## src/hdl/rigw_pkg.sv

```systemverilog
// rigw_pkg: shared types and constants for the request id gap window tracker.
// No dependencies.
`timescale 1ns / 1ps
package rigw_pkg;
	localparam int DEF_CLIENT_COUNT = 64;
	// slot = id mod window, taken from the low id bits: must stay a power of two
	localparam int WINDOW_SIZE = 64;

	typedef enum logic [2:0] {
		ACT_FORWARD     = 3'd0,
		ACT_RETRANSMIT  = 3'd1,
		ACT_DROP_AUTH   = 3'd2,
		ACT_DROP_WINDOW = 3'd3,
		ACT_DROP_FULL   = 3'd4
	} action_t;

	typedef enum logic [1:0] {
		ST_CLEAR,
		ST_IDLE,
		ST_READ,
		ST_EVAL
	} state_t;

	// controller -> datapath
	typedef struct packed {
		logic clr_wr;   // write zero entry at clear address
		logic rd;       // capture request, issue memory read
		logic eval;     // decide and write back
	} cmd_t;

	// datapath -> controller
	typedef struct packed {
		logic clr_last;
	} sts_t;
endpackage

```

## src/hdl/rigw_ctrl.sv

```systemverilog
// rigw_ctrl: sequencer for clearing pass and per-request read-modify-write.
// Depends on rigw_pkg.
`timescale 1ns / 1ps
module rigw_ctrl import rigw_pkg::*; (
	input  logic   clk,
	input  logic   arst_n,
	input  logic   in_valid,
	output logic   in_stall,
	input  logic   out_busy,
	input  sts_t   sts,
	output cmd_t   cmd
);
	state_t state_q, state_d;

	always_ff @(posedge clk or negedge arst_n) begin
		if (!arst_n) state_q <= ST_CLEAR;
		else state_q <= state_d;
	end

	always_comb begin
		state_d = state_q;
		cmd = '0;
		in_stall = 1'b1;
		unique case (state_q)
			ST_CLEAR: begin
				cmd.clr_wr = 1'b1;
				if (sts.clr_last) state_d = ST_IDLE;
			end
			ST_IDLE: begin
				in_stall = 1'b0;
				if (in_valid) begin
					cmd.rd = 1'b1;
					state_d = ST_READ;
				end
			end
			ST_READ: state_d = ST_EVAL;
			ST_EVAL: begin
				if (!out_busy) begin
					cmd.eval = 1'b1;
					state_d = ST_IDLE;
				end
			end
			default: state_d = ST_IDLE;
		endcase
	end
endmodule

```

## config.mk

```make
export PLATFORM = sky130hd
export DESIGN_NAME = rigw_ctrl
export DESIGN_NICKNAME = d
export VERILOG_FILES = /design/src/hdl/rigw_pkg.sv /design/src/hdl/rigw_ctrl.sv
export SDC_FILE = /design/constraint.sdc
export NUM_CORES = 1
export LEC_CHECK = 0
export ABC_AREA = 1
export BUFFER_PORTS_ARGS = -buffer_cell sky130_fd_sc_hd__clkbuf_2
export CORE_AREA = 2 2 39 41
export DETAILED_ROUTE_END_ITERATION = 8
export DIE_AREA = 0 0 41 43
export REMOVE_ABC_BUFFERS = 1
export SLEW_MARGIN = 10
export SYNTH_ARGS = -nofsm -noshare
export SYNTH_HDL_FRONTEND = slang
export SYNTH_SLANG_ARGS = --single-unit
```

## constraint.sdc

```tcl
create_clock -name clk -period 1.5 [get_ports clk]
set_input_delay 0.15 -clock clk [delete_from_list [all_inputs] [get_ports clk]]
set_output_delay 0.15 -clock clk [all_outputs]
set_load 0.05 [all_outputs]
```

==> results of run 1 <==
==> worst paths after layout <==
kind	to	slack, ns	startpoint	cells past startpoint
setup / recovery	cmd[1]	0.11	state_q[1]	5
setup reg to reg	state_q[1]	0.45	state_q[0]	5
min in group clk	state_q[0]	0.29	out_busy	4
max in group asynchronous	state_q[1]	1.15	arst_n	2
hold / removal	state_q[0]	0.25	arst_n	2
hold reg to reg	state_q[1]	0.49	state_q[1]	2
==> cells in the final DEF, fill, tap and decap left out <==
master	instances
nand3_2	1
nand4_1	2
inv_1	7
ha_1	3
clkbuf_4	3
dfrtp_1	2
nand2_2	2
nand2_1	5
clkbuf_2	8
dlygate4sd3_1	1
nor2_1	1
nand2_4	1
==> cells in the mapped netlist <==
cell,count
inv_1,7
nand2_1,5
ha_1,3
dfrtp_1,2
nand2_2,2
nand4_1,2
nand2_4,1
nand3_2,1
nor2_1,1
==> final cells by class <==
| cell class | instances | area (µm²) |
|---|---|---|
| Tap cell | 16 | 20.0 |
| Fill cell | 156 | 1110 |
| Sequential cell | 2 | 50.0 |
| Clock buffer | 3 | 22.5 |
| Multi-Input combinational cell | 15 | 106 |
| Timing Repair Buffer | 9 | 50.0 |
| Inverter | 7 | 26.3 |
==> metal layers <==
layer / track usage / routed length, µm / up-vias
met5: 0 / 0 / -
met4: 0.0800 / 0 / 0
met3: 0.0471 / 37 / 0
met2: 0.0656 / 170 / 6
met1: 0.0354 / 135 / 75
li1: - / - / 96
==> timing repair <==
action                                 in CTS  in global routing
gates resized for setup                     0                  0
hold buffers                                1                  0
setup buffers                               0                  0
endpoints found under the hold margin       2                  0
==> cell families after synthesis <==
kind of cell / count (synthesis) / synth area share
fa+ha+maj: 3 / 0.206
buf+inv: 7 / 0.144
simple gates: 12 / 0.377
flops: 2 / 0.274
==> worst register-to-register path, stage by stage (launching register included) <==
cell and delay (ns):
dfrtp_1 0.40, ha_1 0.24, nand2_2 0.10, nand3_2 0.08, nand2_1 0.06, nand2_1 0.05
==> power breakdown <==
part	internal [mW]	switching, mW
Sequential	0.0851	0.0240
Combinational	0.129	0.314
Clock	0.0881	0.0290
Total	0.302	0.367
==> through the flow <==
step	std cells	worst slack [ns]
6_report	52	0.106
5_1_grt	52	0.0265
4_1_cts	52	0.0914
3_5_place_dp	48	0.331
3_3_place_gp	48	0.340
2_1_floorplan	24	0.0794
==> metrics.md, run 1 <==
| Metric | Value |
|---|---|
| Delay-heaviest family, CP | `buffers and inverters` |
| Clk root buf | `clkbuf_4` |
| Core area | `~0.0014 mm²` |
| DIE WIDTH | `~40 µm` |
| Finished Core Util | `0.199` |
| Max Cap Viol | `0` |
| Post-DP Area | `between 200 and 250 µm²` |
| Initial antenna violation count | `0` |
| Layout Nets | `46` |
| Antenna cells | `0` |
| Final worst path period share | `0.929` |
| Status | `complete, no violations` |
| Syn-to-layout area delta | `50.7%` |
| Clock Pin Slew Worst Setup and Hold Paths | `0.03 ns` |
| Crit Path Class | `register to output port` |
| Rel. slew slack | `0.815` |
| Largest net degree at the start of global routing | `5` |
| Sum Neg Setup Slack | `0 ns` |
| CP max FO | `3` |
| DRT Wirelength | `around 340 µm` |
| H-tree Lvls | `1` |
| Hold Path Class | `input port to async pin` |
| Die Ht | `approximately 43 µm` |
| Final setup violation count | `0` |
| Register name with the most flops | `state_q` |
| CTS tree | `yes` |
| TritonCTS buffer count | `3` |
| Post-route cell area | `between 200 and 300 µm²` |
| Post-synth cell types | `9` |
| Routed Antenna Nets | `0` |
| Initial core utilization | `0.132` |
| Final hold violation count | `0` |
| Top-area cell type share of the netlist area | `0.274` |
| Post-synthesis register bit count | `2` |
| Largest cells by area after synthesis | `dfrtp_1 (27%), ha_1 (21%), inv_1 (14%)` |
| Grt total ovfl | `0` |
| Final min period | `between 1 and 1.5 ns` |
| Per-cell routed wire length | `6.60 µm` |
| Leak | `between 0.15 and 0.2 nW` |
| Total power | `669 µW` |
| WP data required | `1.35 ns` |
| Achievable Freq | `~720 MHz` |
| Top Registers | `state_q: 2 flops` |
| Global-route wire length before repair | `between 500 and 600 µm` |
| Mapped Area | `~180 µm²` |
| Post-synthesis sequential area ratio | `0.274` |
| Synth Area per Inst | `around 7.6 µm²` |
| Io pins | `9` |
| Pre-antenna DRT Iters | `2` |
| Worst Path Buf+Inv | `3` |
| Routability cong. | `about 0.58` |
| Largest stage delay on the critical path | `0.38 ns` |
| Residual DRC | `0` |
| CP endpoint kind | `output port` |
| DRT iter0 DRCs | `1` |
| Least-Margin Pin Slew | `between 0.2 and 0.3 ns` |
| Port buffer count | `8` |
| Post-Synthesis Cells | `24` |
| Fin Hold WS | `about 0.25 ns` |
| Worst-Skew Late Latency | `between 0.2 and 0.25 ns` |
| RSZ-0062 raised after global routing | `no` |
| Cell Chain, Critical Path | `inv_1 > ha_1 > nand2_1 > inv_1 > clkbuf_2` |
| Synth warnings | `0` |
| Crit path top cell by count | `inv_1` |
| Slew Viols, Final | `0` |
| Max reg flops | `2` |
| Worst IR Drop VDD | `~400 µV` |
| Slowest CP cell | `dfrtp_1` |
| Post-route clock skew | `approximately 0.0017 ns` |
| Startpoint type of the worst setup path | `register` |
| Worst Path Arrival | `1.24 ns` |
| GRT Total Usage | `0.0532` |
| Number of global-route vias before repair | `161` |
| Fraction of final layout cells sized beyond drive strength 1 | `0.417` |
| Full die area | `roughly 0.0018 mm²` |
| Clock Path Buffers | `2` |
| Yosys top cell by area | `dfrtp_1` |
| PwrDens | `2430 mW/mm²` |
| Clock Sinks | `2` |
| Via count | `about 180` |
| Post-DP HPWL | `approximately 280 µm` |
| DR vias/cell | `3.40` |
| Placement row count | `14` |
(Power assumes the default switching activity.)
==> run 2, diff against run 1 <==
--- a/config.mk
+++ b/config.mk
@@ -5,9 +5,9 @@
 export SDC_FILE = /design/constraint.sdc
 export NUM_CORES = 1
 export LEC_CHECK = 0
-export ABC_AREA = 1
 export BUFFER_PORTS_ARGS = -buffer_cell sky130_fd_sc_hd__clkbuf_2
 export CORE_AREA = 2 2 39 41
+export CTS_CLUSTER_SIZE = 25
 export DETAILED_ROUTE_END_ITERATION = 8
 export DIE_AREA = 0 0 41 43
 export REMOVE_ABC_BUFFERS = 1
==> metrics.md, run 2 <==
| Metric | Value |
|---|---|
| Rel. slew slack | `0.816` |
| Die Ht | `about 43 µm` |
| Residual DRC | `0` |
| Fraction of final layout cells sized beyond drive strength 1 | `0.519` |
| Largest stage delay on the critical path | `~0.38 ns` |
| Fin cells | `43` |
| Cell Chain, Critical Path | `inv_1 > ha_1 > and2_1 > clkbuf_4` |
| Global-route wire length before repair | `roughly 520 µm` |
| Crit Path Class | `register to output port` |
| Worst-Skew Late Latency | `approximately 0.22 ns` |
| Largest cells by area after synthesis | `dfrtp_1 (29%), ha_1 (22%), o221ai_4 (15%)` |
| Post-synthesis sequential area ratio | `0.294` |
| Net switching power | `334 µW` |
| Commonest cells post-synth | `ha_1 (3), dfrtp_1 (2), inv_1 (2)` |
| Final worst path period share | `0.919` |
| Layout Nets | `37` |
| Port buffer count | `8` |
| Clock Pin Slew Worst Setup and Hold Paths | `0.03 ns` |
| Max reg flops | `2` |
| Total power | `between 600 and 700 µW` |
| Final setup violation count | `0` |
| Slowest CP cell | `dfrtp_1` |
| Fin Hold WS | `approximately 0.24 ns` |
| Post-route clock skew | `between 0.001 and 0.0015 ns` |
| Pre-antenna DRT Iters | `2` |
| Pint | `337 µW` |
| Via count | `roughly 150` |
| DIE WIDTH | `between 40 and 50 µm` |
| DRT iter0 DRCs | `3` |
| Post-synth cell types | `11` |
| Core area | `roughly 0.0014 mm²` |
| Top_reg_cell synth | `dfrtp_1` |
| Routed Antenna Nets | `0` |
| Share of total power in combinational logic | `0.667` |
| Status | `complete, no violations` |
| RSZ-0062 raised after global routing | `no` |
| Finished Core Util | `0.192` |
| Max Cap Viol | `0` |
| Leak | `around 0.14 nW` |
| Ys async rst share | `1.00` |
| Switching share of total power | `0.498` |
| WP data required | `1.35 ns` |
| Reg2reg start | `state_q[1]` |
| Most frequent cell after synthesis | `ha_1` |
| Initial antenna violation count | `0` |
| Io pins | `9` |
| Reg2reg end | `state_q[1]` |
| Worst Path Arrival | `roughly 1.2 ns` |
| Synth warnings | `0` |
| Placement row count | `14` |
| H-tree Lvls | `1` |
| Antenna cells | `0` |
| DRT Wirelength | `between 200 and 300 µm` |
| Most common cell after layout, fill and taps aside | `clkbuf_2` |
| Top-area cell type share of the netlist area | `0.294` |
| Full die area | `about 0.0018 mm²` |
| Largest net degree at the start of global routing | `4` |
| Most frequent cells in the layout | `clkbuf_2 (7), clkbuf_4 (4), ha_1 (3), inv_1 (2), dfrtp_1 (2)` |
| Achievable Freq | `725 MHz` |
| Mapped Area | `approximately 170 µm²` |
| Multi-input logic area | `approximately 110 µm²` |
| CP max FO | `3` |
| Register name with the most flops | `state_q` |
| Syn-to-layout area delta | `55.9%` |
| Seq pwr share | `0.155` |
| Yosys top cell by area | `dfrtp_1` |
| Slew Viols, Final | `0` |
| Register area | `between 50 and 60 µm²` |
| Delay-heaviest family, CP | `flip-flops` |
| CP endpoint kind | `output port` |
| Worst IR Drop VDD | `between 700 and 800 µV` |
| GRT Total Usage | `0.0523` |
| Clk pwr share | `0.178` |
| Filler cells | `158` |
| Clock Path Buffers | `2` |
| Clk root buf | `clkbuf_4` |
| Hold Path Class | `input port to async pin` |
| Per-cell routed wire length | `roughly 7 µm` |
| Initial core utilization | `0.123` |
| Least-Margin Pin Slew | `approximately 0.28 ns` |
| Routability cong. | `slightly above 0.6` |
| PwrDens | `roughly 2500 mW/mm²` |
| Post-placement cell count | `39` |
| Clock Sinks | `2` |
| Reg2reg path depth | `5` |
| Startpoint type of the worst setup path | `register` |
| Post-synth EDFFs | `0` |
| Final min period | `between 1 and 1.5 ns` |
| Worst R2R Setup Slack | `0.14 ns` |
| Post-Synthesis Cells | `15` |
| Post-DP HPWL | `between 200 and 250 µm` |
| Synth Area per Inst | `~11 µm²` |
| Worst Path Buf+Inv | `2` |
| Final hold violation count | `0` |
| Grt total ovfl | `0` |
| Number of global-route vias before repair | `~160` |
| Post-synthesis register bit count | `2` |
| Top Registers | `state_q: 2 flops` |
| TritonCTS buffer count | `3` |
| CTS tree | `yes` |
| DR vias/cell | `3.40` |
[run 2: through the flow]
| stage | cell area [µm²] | TNS [ns] | setup WS (ns) |
|---|---|---|---|
| final | 265 | 0 | 0.121 |
| after global routing | 265 | 0 | 0.0185 |
| after CTS | 263 | 0 | 0.0441 |
| after detailed placement | 230 | 0 | 0.133 |
| after global placement | 230 | 0 | 0.148 |
| after floorplan | 170 | -0.325 | -0.246 |
[run 2: area by class of cell]
type | count | area share
Clock buffer | 3 | 0.0849
Inverter | 4 | 0.0566
Multi-Input combinational cell | 9 | 0.396
Sequential cell | 2 | 0.189
Tap cell | 16 | 0.0755
Timing Repair Buffer | 9 | 0.198
[run 2: worst max path at each step]
stage,slack (ns),endpoint,cells past startpoint,from
floorplan,-0.25,state_q[1],5,state_q[0]
global placement,0.15,state_q[1],5,state_q[1]
detailed placement,0.13,state_q[1],5,state_q[1]
CTS,0.04,cmd[1],4,state_q[1]
global route,0.02,cmd[1],4,state_q[1]
finish,0.12,cmd[1],4,state_q[1]
[run 2: cells by family after synthesis]
logic type / share of synthesized area
buffers and inverters: 0.0882
DFF: 0.294
adders and majority gates: 0.221
AOI/OAI and AO/OA: 0.154
and+or+nand+nor: 0.0956
muxes: 0.147
[run 2: worst reg2reg max path, delay by kind of cell, from the launching register on]
kind	cells	cell delay [ns]
mux	1	0.32
compound gates	1	0.19
fa+ha+maj	1	0.20
buf+inv	2	0.14
flops	1	0.38
[run 2: what timing repair did]
| item | in CTS | in global routing |
|---|---|---|
| hold endpoints to repair | 2 | 0 |
| gates resized for setup | 0 | 2 |
| setup endpoints to repair | 0 | 1 |
| hold buffers | 1 | 0 |
| buffers inserted | 0 | 0 |
[run 2: layer usage]
layer | GRT usage | vias up | share of wire
met4 | 0.0800 | 0 | 0
met2 | 0.0688 | 6 | 0.52
li1 | - | 73 | -
met3 | 0.0314 | 0 | 0.091
met1 | 0.0387 | 67 | 0.38
met5 | 0 | - | 0
[run 2: power by group through the flow]
| stage | combinational (mW) | sequential (mW) | clock [mW] |
|---|---|---|---|
| floorplan | 0.374 | 0.101 | 0 |
| detailed placement | 0.447 | 0.105 | 0 |
| finish | 0.448 | 0.104 | 0.120 |
| global route | 0.488 | 0.109 | 0.136 |
| CTS | 0.451 | 0.105 | 0.130 |
| global placement | 0.442 | 0.105 | 0 |
==> run 3, diff against run 2 <==
--- a/config.mk
+++ b/config.mk
@@ -10,7 +10,6 @@
 export CTS_CLUSTER_SIZE = 25
 export DETAILED_ROUTE_END_ITERATION = 8
 export DIE_AREA = 0 0 41 43
-export REMOVE_ABC_BUFFERS = 1
 export SLEW_MARGIN = 10
 export SYNTH_ARGS = -nofsm -noshare
 export SYNTH_HDL_FRONTEND = slang
==> metrics.md, run 3 (same netlist as run 2, synthesis figures left out) <==
| Metric | Value |
|---|---|
| Global-route wire length before repair | `462 µm` |
| CP max FO | `3` |
| Per-cell routed wire length | `7.67 µm` |
| CP endpoint kind | `output port` |
| Slew Viols, Final | `0` |
| Clock Pin Slew Worst Setup and Hold Paths | `roughly 0.03 ns` |
| Cell Chain, Critical Path | `inv_1 > ha_1 > and2_1 > buf_4` |
| H-tree Lvls | `1` |
| DIE WIDTH | `a little over 40 µm` |
| Worst Path Arrival | `between 1 and 1.5 ns` |
| Worst IR Drop VDD | `871 µV` |
| Number of global-route vias before repair | `154` |
| Fraction of final layout cells sized beyond drive strength 1 | `0.556` |
| Final setup violation count | `0` |
| Finished Core Util | `0.201` |
| Top Registers | `state_q: 2 flops` |
| WP data required | `1.35 ns` |
| Reg2reg end | `state_q[1]` |
| Grt total ovfl | `0` |
| Layout Nets | `37` |
| Port buffer count | `8` |
| Core area | `0.00138 mm²` |
| DRT Wirelength | `between 300 and 400 µm` |
| Post-route cell area | `around 280 µm²` |
| Status | `complete, no violations` |
| TritonCTS buffer count | `3` |
| Residual DRC | `0` |
| Full die area | `between 0.0015 and 0.002 mm²` |
| Post CTS Setup Buffer Count | `0` |
| Routability cong. | `between 0.5 and 0.6` |
| Crit Path Class | `register to output port` |
| Worst R2R Setup Slack | `0.10 ns` |
| Placement row count | `14` |
| Rel. slew slack | `0.818` |
| Hold Path Class | `input port to async pin` |
| Routed Antenna Nets | `0` |
| Largest stage delay on the critical path | `0.38 ns` |
| Largest net degree at the start of global routing | `4` |
| Antenna cells | `0` |
| Clock Path Buffers | `2` |
| Via count | `147` |
| Initial antenna violation count | `0` |
| Pre-antenna DRT Iters | `1` |
| Post-route clock skew | `roughly 0.00052 ns` |
| Max Cap Viol | `0` |
| Startpoint type of the worst setup path | `register` |
| Post-DP Area | `approximately 240 µm²` |
| GRT Total Usage | `0.0462` |
| Worst-Skew Late Latency | `approximately 0.22 ns` |
| Clk root buf | `clkbuf_4` |
| CTS tree | `yes` |
| Syn Nets | `23` |
| Reg2reg path depth | `5` |
| Least-Margin Pin Slew | `between 0.2 and 0.3 ns` |
| RSZ-0062 raised after global routing | `no` |
| Delay-heaviest family, CP | `flip-flops` |
| Final worst path period share | `0.931` |
| DRT iter0 DRCs | `0` |
| Reg2reg start | `state_q[1]` |
| Final min period | `1.40 ns` |
| Worst Path Buf+Inv | `2` |
| Initial core utilization | `0.123` |
| DR vias/cell | `roughly 3.4` |
| Total power | `~700 µW` |
| Syn-to-layout area delta | `63.2%` |
| Sum Neg Setup Slack | `0 ns` |
| Die Ht | `around 43 µm` |
| Io pins | `9` |
| Achievable Freq | `~720 MHz` |
| Final hold violation count | `0` |
| Max reg flops | `2` |
| Slowest CP cell | `dfrtp_1` |
| Clock Sinks | `2` |
| Most common cell after layout, fill and taps aside | `clkbuf_2` |
| Most frequent cells in the layout | `clkbuf_2 (7), clkbuf_4 (3), inv_1 (2), ha_1 (2), dfrtp_1 (2)` |
| Leak | `0.137 nW` |
| PwrDens | `2510 mW/mm²` |
| Register name with the most flops | `state_q` |
[run 3: changes by cell type in the layout (fill, tap and decap cells not counted)]
cell	delta
buf_4	+1
clkbuf_4	-1
ha_1	-1
ha_4	+1
[run 3: worst max-delay path by stage]
stage / start / end / slack (ns) / depth (start not counted)
finish: state_q[1] / cmd[1] / 0.10 / 4
global route: state_q[1] / cmd[1] / 0.02 / 4
CTS: state_q[1] / cmd[1] / 0.0004 / 4
detailed placement: state_q[1] / state_q[1] / 0.08 / 5
global placement: state_q[1] / state_q[1] / 0.11 / 5
floorplan: state_q[1] / state_q[1] / 0.05 / 5
[run 3: through the flow]
step	hold WS, ns	setup slack (ns)	instances
6_report	0.249	0.103	43
5_1_grt	0.249	0.0206	43
4_1_cts	0.231	0.000412	43
3_5_place_dp	-0.0637	0.0840	39
3_3_place_gp	-0.0642	0.107	39
2_1_floorplan	-0.146	0.0509	15
[run 3: per-layer routing]
layer / wire length, µm / global-route usage
met5: 0 / 0
met4: 0 / 0.0800
met3: 31 / 0.0157
met2: 183 / 0.0719
met1: 116 / 0.0257
[run 3: power by group]
part | leakage, nW | internal [mW] | switching (mW)
logic | 0.101 | 0.179 | 0.294
clock network | 0.0138 | 0.0882 | 0.0298
registers | 0.0224 | 0.0838 | 0.0213
total | 0.137 | 0.351 | 0.345
[run 3: cell type report]
cell class                      instances  area [µm²]
Tap cell                               16        20.0
Inverter                                4        15.0
Sequential cell                         2        50.0
Multi-Input combinational cell          9         118
Fill cell                             167        1110
Clock buffer                            3        22.5
Timing Repair Buffer                    9        52.6
[run 3: repair_timing]
action / 4_1_cts / 5_1_grt
hold endpoints to repair: 2 / 0
gates resized for setup: 0 / 3
setup endpoints to repair: 0 / 1
hold buffers: 1 / 0
[run 3: worst register-to-register path, delay by kind of cell (launching register included)]
| kind | cells | cell delay, ns |
|---|---|---|
| flip-flops | 1 | 0.38 |
| multiplexers | 1 | 0.32 |
| adder cells (fa/ha/maj) | 1 | 0.21 |
| AO/OA/AOI/OAI | 1 | 0.20 |
| buffers and inverters | 2 | 0.17 |
